`src/scsa_pkg.sv`:
```
// Shared types, status codes and size-class tables for the slot allocator.
// Used by scsa_map_ram, scsa_op_unit and size_class_slot_allocator.
package scsa_pkg;

    localparam int MAP_W  = 58;
    localparam int ADDR_W = 32;
    localparam int TID_W  = 5;

    typedef logic [MAP_W-1:0]  t_map;
    typedef logic [ADDR_W-1:0] t_addr;
    typedef logic [2:0]        t_status;
    typedef logic [1:0]        t_func;

    localparam t_func FN_ALLOC   = 2'd0;
    localparam t_func FN_FREE    = 2'd1;
    localparam t_func FN_RECLAIM = 2'd2;

    localparam t_status ST_OK       = 3'd0;
    localparam t_status ST_ZERO     = 3'd1;
    localparam t_status ST_LARGE    = 3'd2;
    localparam t_status ST_FULL     = 3'd3;
    localparam t_status ST_RANGE    = 3'd4;
    localparam t_status ST_ALIGN    = 3'd5;
    localparam t_status ST_NOTALLOC = 3'd6;

    localparam logic [31:0] PAGE_BYTES = 32'h0000_1000;
    localparam logic [31:0] MAX_BLOCK  = 32'd512;

    // per class: first map bit, log2 slot size, region offset in page
    localparam logic [5:0]  CLS_FIRST  [4] = '{6'd0, 6'd32, 6'd48, 6'd56};
    localparam logic [3:0]  CLS_SHIFT  [4] = '{4'd5, 4'd6, 4'd7, 4'd9};
    localparam logic [11:0] CLS_OFFSET [4] = '{12'h000, 12'h400, 12'h800, 12'hC00};

    typedef struct packed {
        t_func             func;
        logic [TID_W-1:0]  tid;
        logic [31:0]       size;
        t_addr             ptr;
        logic              tid_ok;
    } t_req;

    typedef struct packed {
        t_status status;
        t_addr   addr;
        logic    wr_en;
        t_map    wr_map;
    } t_op_res;

endpackage

```
`src/size_class_slot_allocator.sv`:
```
// Per-thread size-class slot allocator, top level.
// Instantiates scsa_map_ram and scsa_op_unit; uses scsa_pkg.
//
// Usage:
//  Input stream (s_axis): tuser carries func (0 allocate, 1 free, 2 reclaim),
//  tdata carries thread_id, request_size and block_address. Each item gives
//  exactly one result on the output stream (m_axis): status and the granted
//  address (zero unless an allocate succeeds).
//  heap_base is written through i_cfg_we / i_cfg_wdata while the block is idle.
//  Flow: the item is accepted and its thread's slot map read from memory in
//  the same cycle; the modify step then changes the word, writes it back and
//  loads the output register once that register is free. The slot-map
//  read-modify-write takes no new item until the current one is written back.
//  A stalled receiver holds the result in the output register; the block
//  still accepts one more item and parks it in the modify step until the
//  output register frees up.
//  Reset clears heap_base, the control state and every entry's valid bit, so
//  all slots read as free; no clearing pass is needed.
module size_class_slot_allocator #(
    parameter int THREAD_COUNT = 32
) (
    input  logic        i_clk,
    input  logic        i_rst_n,
    input  logic        i_cfg_we,
    input  logic [31:0] i_cfg_wdata,
    input  logic        i_s_axis_tvalid,
    output logic        o_s_axis_tready,
    input  logic [71:0] i_s_axis_tdata,  // [4:0] thread_id, [36:5] request_size,
                                         // [68:37] block_address, [71:69] zero
    input  logic [1:0]  i_s_axis_tuser,  // [1:0] func
    output logic        o_m_axis_tvalid,
    input  logic        i_m_axis_tready,
    output logic [39:0] o_m_axis_tdata   // [2:0] status, [34:3] granted_address,
                                         // [39:35] zero
);
    import scsa_pkg::*;

    localparam int AW = (THREAD_COUNT > 1) ? $clog2(THREAD_COUNT) : 1;

    logic     r_busy;
    logic     r_out_vld;
    t_req     r_req;
    t_addr    r_heap_base;
    t_status  r_out_status;
    t_addr    r_out_addr;
    t_req     in_req;
    t_map     rd_map;
    t_op_res  res;
    logic     accept;
    logic     done;

    assign in_req.func   = i_s_axis_tuser;
    assign in_req.tid    = i_s_axis_tdata[4:0];
    assign in_req.size   = i_s_axis_tdata[36:5];
    assign in_req.ptr    = i_s_axis_tdata[68:37];
    assign in_req.tid_ok = 32'(i_s_axis_tdata[4:0]) < 32'(THREAD_COUNT);

    assign o_s_axis_tready = !r_busy;
    assign accept          = i_s_axis_tvalid && o_s_axis_tready;
    assign done            = r_busy && (!r_out_vld || i_m_axis_tready);

    scsa_map_ram #(
        .DEPTH (THREAD_COUNT),
        .AW    (AW)
    ) u_map_ram (
        .i_clk     (i_clk),
        .i_rst_n   (i_rst_n),
        .i_rd_en   (accept),
        .i_rd_addr (AW'(in_req.tid)),
        .o_rd_data (rd_map),
        .i_wr_en   (done && res.wr_en),
        .i_wr_addr (AW'(r_req.tid)),
        .i_wr_data (res.wr_map)
    );

    scsa_op_unit u_op_unit (
        .i_req       (r_req),
        .i_map       (rd_map),
        .i_heap_base (r_heap_base),
        .o_res       (res)
    );

    always_ff @(posedge i_clk) begin
        if (!i_rst_n) begin
            r_busy      <= 1'b0;
            r_out_vld   <= 1'b0;
            r_heap_base <= '0;
        end else begin
            if (i_cfg_we) begin
                r_heap_base <= i_cfg_wdata;
            end
            if (accept) begin
                r_busy <= 1'b1;
            end else if (done) begin
                r_busy <= 1'b0;
            end
            if (done) begin
                r_out_vld <= 1'b1;
            end else if (i_m_axis_tready) begin
                r_out_vld <= 1'b0;
            end
        end
    end

    always_ff @(posedge i_clk) begin
        if (accept) begin
            r_req <= in_req;
        end
        if (done) begin
            r_out_status <= res.status;
            r_out_addr   <= res.addr;
        end
    end

    assign o_m_axis_tvalid = r_out_vld;
    assign o_m_axis_tdata  = {5'b0, r_out_addr, r_out_status};

`ifndef SYNTH
    a_one_in_flight: assert property (@(posedge i_clk) disable iff (!i_rst_n)
        accept |=> !o_s_axis_tready)
        else $error("item accepted while another is in the modify step");

    a_done_gives_result: assert property (@(posedge i_clk) disable iff (!i_rst_n)
        done |=> o_m_axis_tvalid)
        else $error("completed item did not reach the output register");

    a_addr_zero_on_error: assert property (@(posedge i_clk) disable iff (!i_rst_n)
        (o_m_axis_tvalid && r_out_status != ST_OK) |-> r_out_addr == '0)
        else $error("nonzero granted address on a failed item");

    a_write_only_when_busy: assert property (@(posedge i_clk) disable iff (!i_rst_n)
        (res.wr_en && done) |-> r_busy && !accept)
        else $error("slot-map write outside the modify step");
`endif

endmodule

```
`src/scsa_map_ram.sv`:
```
// Slot-map memory: one 58-bit word per thread, registered read.
// Per-entry valid bits make never-written entries read as all free. Uses scsa_pkg.
module scsa_map_ram #(
    parameter int DEPTH = 32,
    parameter int AW    = 5
) (
    input  logic              i_clk,
    input  logic              i_rst_n,
    input  logic              i_rd_en,
    input  logic [AW-1:0]     i_rd_addr,
    output scsa_pkg::t_map    o_rd_data,
    input  logic              i_wr_en,
    input  logic [AW-1:0]     i_wr_addr,
    input  scsa_pkg::t_map    i_wr_data
);
    import scsa_pkg::*;

    t_map             mem [DEPTH];
    logic [DEPTH-1:0] r_vld;
    t_map             r_rd_data;
    logic             r_rd_vld;

    always_ff @(posedge i_clk) begin
        if (i_wr_en) begin
            mem[i_wr_addr] <= i_wr_data;
        end
        if (i_rd_en) begin
            r_rd_data <= mem[i_rd_addr];
        end
    end

    always_ff @(posedge i_clk) begin
        if (!i_rst_n) begin
            r_vld    <= '0;
            r_rd_vld <= 1'b0;
        end else begin
            if (i_wr_en) begin
                r_vld[i_wr_addr] <= 1'b1;
            end
            if (i_rd_en) begin
                r_rd_vld <= r_vld[i_rd_addr];
            end
        end
    end

    assign o_rd_data = r_rd_vld ? r_rd_data : '0;

endmodule

```
`src/scsa_op_unit.sv`:
```
// Modify step: decodes one item against the thread's slot map and forms
// the status, granted address and write-back word. Uses scsa_pkg.
module scsa_op_unit (
    input  scsa_pkg::t_req    i_req,
    input  scsa_pkg::t_map    i_map,
    input  scsa_pkg::t_addr   i_heap_base,
    output scsa_pkg::t_op_res o_res
);
    import scsa_pkg::*;

    t_addr       page_base;
    logic [1:0]  a_cls;
    logic [31:0] used;
    logic        a_found;
    logic [4:0]  a_idx;
    logic [5:0]  a_pos;
    t_addr       a_addr;
    t_addr       f_off;
    logic [1:0]  f_cls;
    logic [11:0] f_mask;
    logic [5:0]  f_slot;
    logic [5:0]  f_pos;

    assign page_base = i_heap_base + 32'({i_req.tid, 12'h000});

    // allocate: class from size, lowest free slot in that class
    always_comb begin
        if (i_req.size <= 32'd32) begin
            a_cls = 2'd0;
        end else if (i_req.size <= 32'd64) begin
            a_cls = 2'd1;
        end else if (i_req.size <= 32'd128) begin
            a_cls = 2'd2;
        end else begin
            a_cls = 2'd3;
        end
        case (a_cls)
            2'd0:    used = i_map[31:0];
            2'd1:    used = {16'hFFFF, i_map[47:32]};
            2'd2:    used = {24'hFF_FFFF, i_map[55:48]};
            default: used = {30'h3FFF_FFFF, i_map[57:56]};
        endcase
        a_found = 1'b0;
        a_idx   = '0;
        for (int i = 0; i < 32; i++) begin
            if (!used[i] && !a_found) begin
                a_found = 1'b1;
                a_idx   = 5'(i);
            end
        end
        a_pos  = CLS_FIRST[a_cls] + {1'b0, a_idx};
        a_addr = page_base + 32'(CLS_OFFSET[a_cls]) + (32'(a_idx) << CLS_SHIFT[a_cls]);
    end

    // free: offset within page, region decode, slot bit
    always_comb begin
        f_off  = i_req.ptr - page_base;
        f_cls  = f_off[11:10];
        f_mask = 12'((13'd1 << CLS_SHIFT[f_cls]) - 13'd1);
        f_slot = 6'(f_off[9:0] >> CLS_SHIFT[f_cls]);
        f_pos  = CLS_FIRST[f_cls] + f_slot;
    end

    always_comb begin
        o_res.status = ST_OK;
        o_res.addr   = '0;
        o_res.wr_en  = 1'b0;
        o_res.wr_map = i_map;
        case (i_req.func)
            FN_ALLOC: begin
                if (!i_req.tid_ok) begin
                    o_res.status = ST_RANGE;
                end else if (i_req.size == '0) begin
                    o_res.status = ST_ZERO;
                end else if (i_req.size > MAX_BLOCK) begin
                    o_res.status = ST_LARGE;
                end else if (!a_found) begin
                    o_res.status = ST_FULL;
                end else begin
                    o_res.addr   = a_addr;
                    o_res.wr_en  = 1'b1;
                    o_res.wr_map = i_map | (t_map'(1) << a_pos);
                end
            end
            FN_FREE: begin
                if (!i_req.tid_ok || f_off >= PAGE_BYTES) begin
                    o_res.status = ST_RANGE;
                end else if ((f_off[11:0] & f_mask) != '0) begin
                    o_res.status = ST_ALIGN;
                end else if (!i_map[f_pos]) begin
                    o_res.status = ST_NOTALLOC;
                end else begin
                    o_res.wr_en  = 1'b1;
                    o_res.wr_map = i_map & ~(t_map'(1) << f_pos);
                end
            end
            FN_RECLAIM: begin
                if (i_req.tid_ok) begin
                    o_res.wr_en  = 1'b1;
                    o_res.wr_map = '0;
                end
            end
            default: begin
            end
        endcase
    end

endmodule
```
`config.mk`:
```
export PLATFORM = sky130hd
export DESIGN_NAME = size_class_slot_allocator
export DESIGN_NICKNAME = d
export VERILOG_FILES = /design/src/scsa_pkg.sv /design/src/size_class_slot_allocator.sv /design/src/scsa_map_ram.sv /design/src/scsa_op_unit.sv
export SDC_FILE = /design/constraint.sdc
export NUM_CORES = 2
export LEC_CHECK = 0
export ABC_AREA = 1
export CORE_ASPECT_RATIO = 0.5
export CORE_MARGIN = 4
export CORE_UTILIZATION = 31
export DETAILED_ROUTE_END_ITERATION = 16
export DONT_BUFFER_PORTS = 1
export HOLD_SLACK_MARGIN = 0.05
export SYNTH_ARGS = -nofsm -noshare
export SYNTH_HDL_FRONTEND = slang
export SYNTH_SLANG_ARGS = --single-unit
```
`constraint.sdc`:
```
create_clock -name i_clk -period 10.98 [get_ports i_clk]
set_clock_uncertainty 0.1 [all_clocks]
set_input_delay 0.549 -clock i_clk [delete_from_list [all_inputs] [get_ports i_clk]]
set_output_delay 0.549 -clock i_clk [all_outputs]
set_load 0.01 [all_outputs]
```
==> key figures <==
Clock network
  • Clock tree from TritonCTS: yes
  • Clock root buffer: sky130_fd_sc_hd__clkbuf_16
  • Deepest level of the CTS H-tree: 4
  • Clock transition at path regs: 0.07 ns
  • Clock tree buffer depth: 3
  • Sink count of the clock tree: 2087
  • Cts bufs inserted: 199
  • Clock latency reported for the late side of the worst-skew pair: 0.87 ns
  • Setup Buffers After CTS: 0

Drt
  • Via/cell ratio: 5.53
  • DRT Pass-1 Iters: 6
  • DRC errors left: 0
  • Vias after detailed routing: 61.6k
  • Antenna-violating nets left: 0
  • Average wire length per cell after detail routing: 25.3 µm
  • Number of violations reported at the end of detailed-routing iteration 0: 8752
  • Total wirelength of the detailed-routed design: 282000 µm

Floorplanning
  • Number of core rows: 138
  • DIE AREA: 0.294 mm²
  • Standard cell core area: 0.283 mm²
  • Number of top-level design ports: 153
  • Starting density of the core: 31.2%
  • Die height: 385 µm
  • Die X-Extent: 763 µm

Final layout
  • Fraction of layout instances using a drive strength above 1: 7.63%
  • Most common cell after layout, fill and taps aside: sky130_fd_sc_hd__edfxtp_1
  • Fill cells: 27.3k
  • Non-filler instance count after layout: 11.1k
  • Final nets: 7404
  • Leading cell types in the layout, fill and taps excluded: sky130_fd_sc_hd__edfxtp_1 (2020), sky130_fd_sc_hd__nor2_1 (1267), sky130_fd_sc_hd__o21ai_0 (1112), sky130_fd_sc_hd__nand2_1 (426), sky130_fd_sc_hd__o221ai_1 (358)
  • Synthesis-to-finish area growth: 13.5%

Placement
  • Routability congestion estimate from global placement: 0.981
  • Post-placement cell count: 10.7k
  • Buffers on Ports: 0
  • Half-perimeter wire length of the detailed placement result: 148000 µm

STA
  • Worst-Margin Slew: 3.06 ns
  • Unrepaired setup endpoints after global routing: no
  • Highest achievable clock rate: 102 MHz
  • Tmin final: 9.81 ns
  • Post-Route Hold Slack: 0.0760 ns
  • Final period util: 89.3%
  • Final hold violations: 0
  • Normalized max-slew margin: -104%
  • Max-slew violations: 709
  • Count of final setup violators: 0
  • Sum of negative setup slack: 0 ns

Logic synthesis
  • Primary flip-flop cell chosen by synthesis mapping: sky130_fd_sc_hd__edfxtp_1
  • Number of unique standard cell types used by synthesis: 65
  • Flip-flop and latch count after synthesis: 2087
  • Share of synthesized cell area in full adder, half adder and majority cells: 1.38%
  • Area fraction in and, or, nand and nor cells after synthesis: 10.8%
  • Count of yosys warnings during synthesis: 0
  • Mapped Area: 0.0882 mm²
  • Compound-cell area share of the yosys netlist: 13.4%
  • Main combinational cell family by area after synthesis: compound AO/OA/AOI/OAI gates
  • Number of synthesized flops with an enable pin: 2020
  • Average footprint of a synthesized cell: 12.2 µm²
  • Mux cell area share after synthesis: 0%
  • Synth Instances: 7237
  • Proportion of synthesized chip area in sequential cells: 70.3%
  • Xor and xnor fraction of the mapped netlist area: 0.586%
  • Async set or reset register ratio after synthesis: 0%

Setup path
  • CP max-delay cell: sky130_fd_sc_hd__edfxtp_1
  • Combined buffer and inverter count along the critical path: 5
  • Critical path data required time: 11.47 ns
  • Highest fanout seen on the critical path: 13
  • WS Path Type: register to register
  • Delay contributed by the slowest stage of the critical path: 0.41 ns
  • Critical path capture point type: register
  • Nature of the critical path startpoint: register
  • Arrival time of data at the critical path endpoint: 10.30 ns
  • Cell with the most instances on the worst path: sky130_fd_sc_hd__nand2_1
  • Delay-heaviest family, CP: simple AND/OR/NAND/NOR gates

Global route
  • Number of antenna violations at the first check in global routing: 14
  • GRT busiest layer: met2
  • Remaining global-route overflow: 0
  • Met3 Use GR: 2.95%
  • Met1 Track Usage GR: 26.5%
  • Vias in the first global route: 56.4k
  • Met2 track demand over resource in global routing: 28.7%
  • Maximum number of pins on one net before global-route repair: 951
  • Overall routing resource usage: 18.4%
  • First-pass GRT wire length: 403000 µm

Outcome
  • Violations in the final reports: max-slew violations
  • Result of the run: complete, but fails checks

Job
  • Max-Cap Viols: 0

Pwr
  • PwrDens: 174 mW/mm²
  • Worst voltage drop across the vdd grid: 0.124 mV
  • Leakage power summed over all cells: 32.3 nW

Min path
  • Tightest Hold Check Type: input pin to register
[cell type report]
cell class	instances	area, µm²	area share, %
flip-flops and latches	2087	62000	61.9
multi-input cells	4372	23400	23.3
clock buffers	236	5190	5.18
well taps	3780	4730	4.72
repair buffers	240	2330	2.32
clock inverters	130	1290	1.29
inverters	300	1220	1.22
diodes	4	10.0	0.00999
[where the power goes]
group | internal (mW) | leakage (nW) | switching [mW]
sequential | 8.81 | 19.0 | 0.0630
clock | 3.76 | 3.15 | 3.10
combinational | 0.484 | 10.2 | 1.24
total | 13.1 | 32.3 | 4.41
[final timing paths]
check / startpoint / depth (start not counted) / slack, ns / to
max reg2reg: r_req[48] / 60 / 1.17 / r_out_addr[31]
min: i_s_axis_tdata[4] / 2 / 0.08 / u_map_ram.r_rd_data[57]
min reg2reg: u_map_ram.r_vld[22] / 2 / 0.35 / u_map_ram.r_vld[22]
max: r_req[48] / 60 / 1.17 / r_out_addr[31]
[flip-flops by register name, summed over array words and instances, names as in the netlist]
register / flops
o_m_axis_tvalid: 1
r_busy: 1
r_heap_base: 32
r_out_addr: 32
r_out_status: 3
r_req: 71
u_map_ram.mem: 1856
u_map_ram.r_rd_data: 58
u_map_ram.r_rd_vld: 1
u_map_ram.r_vld: 32
[routing by layer]
| layer | wire length [µm] | part of all wire, % |
|---|---|---|
| met1 | 120000 | 43 |
| met2 | 127000 | 45 |
| met3 | 26900 | 9.5 |
| met4 | 7700 | 2.7 |
| met5 | 0 | 0 |
[cells by family after synthesis]
kind of cell | count (synthesis)
buffers and inverters | 794
adders and majority gates | 93
other | 2
and+or+nand+nor | 2240
xor gates and xnor gates | 59
AOI/OAI and AO/OA | 1962
DFF | 2087
[synthesized netlist by cell type, types with 6 or more instances]
cell type / count / share of area, %
sky130_fd_sc_hd__nand3b_1: 7 / 0.060
sky130_fd_sc_hd__xnor2_1: 29 / 0.29
sky130_fd_sc_hd__nand2_1: 426 / 1.8
sky130_fd_sc_hd__a22oi_1: 8 / 0.068
sky130_fd_sc_hd__nand3_2: 18 / 0.20
sky130_fd_sc_hd__nand3_1: 308 / 1.7
sky130_fd_sc_hd__clkinv_1: 6 / 0.026
sky130_fd_sc_hd__nor3_1: 54 / 0.31
sky130_fd_sc_hd__nor4_1: 16 / 0.11
sky130_fd_sc_hd__buf_1: 34 / 0.14
sky130_fd_sc_hd__dfxtp_1: 67 / 1.5
sky130_fd_sc_hd__nor2_1: 1276 / 5.4
sky130_fd_sc_hd__ha_1: 86 / 1.2
sky130_fd_sc_hd__inv_2: 7 / 0.030
sky130_fd_sc_hd__o21bai_1: 17 / 0.14
sky130_fd_sc_hd__a31oi_1: 63 / 0.45
sky130_fd_sc_hd__a32oi_1: 48 / 0.48
sky130_fd_sc_hd__xor2_1: 30 / 0.30
sky130_fd_sc_hd__buf_2: 20 / 0.11
sky130_fd_sc_hd__buf_4: 14 / 0.12
sky130_fd_sc_hd__o211ai_1: 14 / 0.12
sky130_fd_sc_hd__nor3_2: 7 / 0.079
sky130_fd_sc_hd__inv_1: 284 / 1.2
sky130_fd_sc_hd__o221ai_1: 358 / 3.6
sky130_fd_sc_hd__nor2_2: 23 / 0.16
sky130_fd_sc_hd__o31ai_1: 7 / 0.060
sky130_fd_sc_hd__clkbuf_1: 420 / 1.8
sky130_fd_sc_hd__nand4_1: 72 / 0.51
sky130_fd_sc_hd__o22ai_1: 114 / 0.81
sky130_fd_sc_hd__buf_6: 6 / 0.077
sky130_fd_sc_hd__edfxtp_1: 2020 / 69
sky130_fd_sc_hd__o21ai_1: 10 / 0.057
sky130_fd_sc_hd__o21ai_2: 7 / 0.069
sky130_fd_sc_hd__fa_1: 7 / 0.16
sky130_fd_sc_hd__nand2_2: 6 / 0.043
sky130_fd_sc_hd__o21ai_0: 1113 / 6.3
sky130_fd_sc_hd__a21oi_1: 169 / 0.96
[metrics by stage]
step | util, % | setup WS (ns) | area, µm² | power [mW]
2_1_floorplan | - | 2.79 | 88300 | 10.2
3_3_place_gp | 32.6 | 0.939 | 92400 | 10.7
3_5_place_dp | 32.6 | 0.892 | 92400 | 10.7
4_1_cts | 35.4 | 0.831 | 100000 | 17.5
5_1_grt | 35.4 | 0.130 | 100000 | 18.0
6_report | 35.4 | 1.17 | 100000 | 17.5
[timing repair]
action,in CTS,in global routing
hold endpoints to repair,153,2
endpoints found under the setup margin,0,1
hold buffers,123,2
resized for setup,0,3
Power figures use the tool's default switching activity.
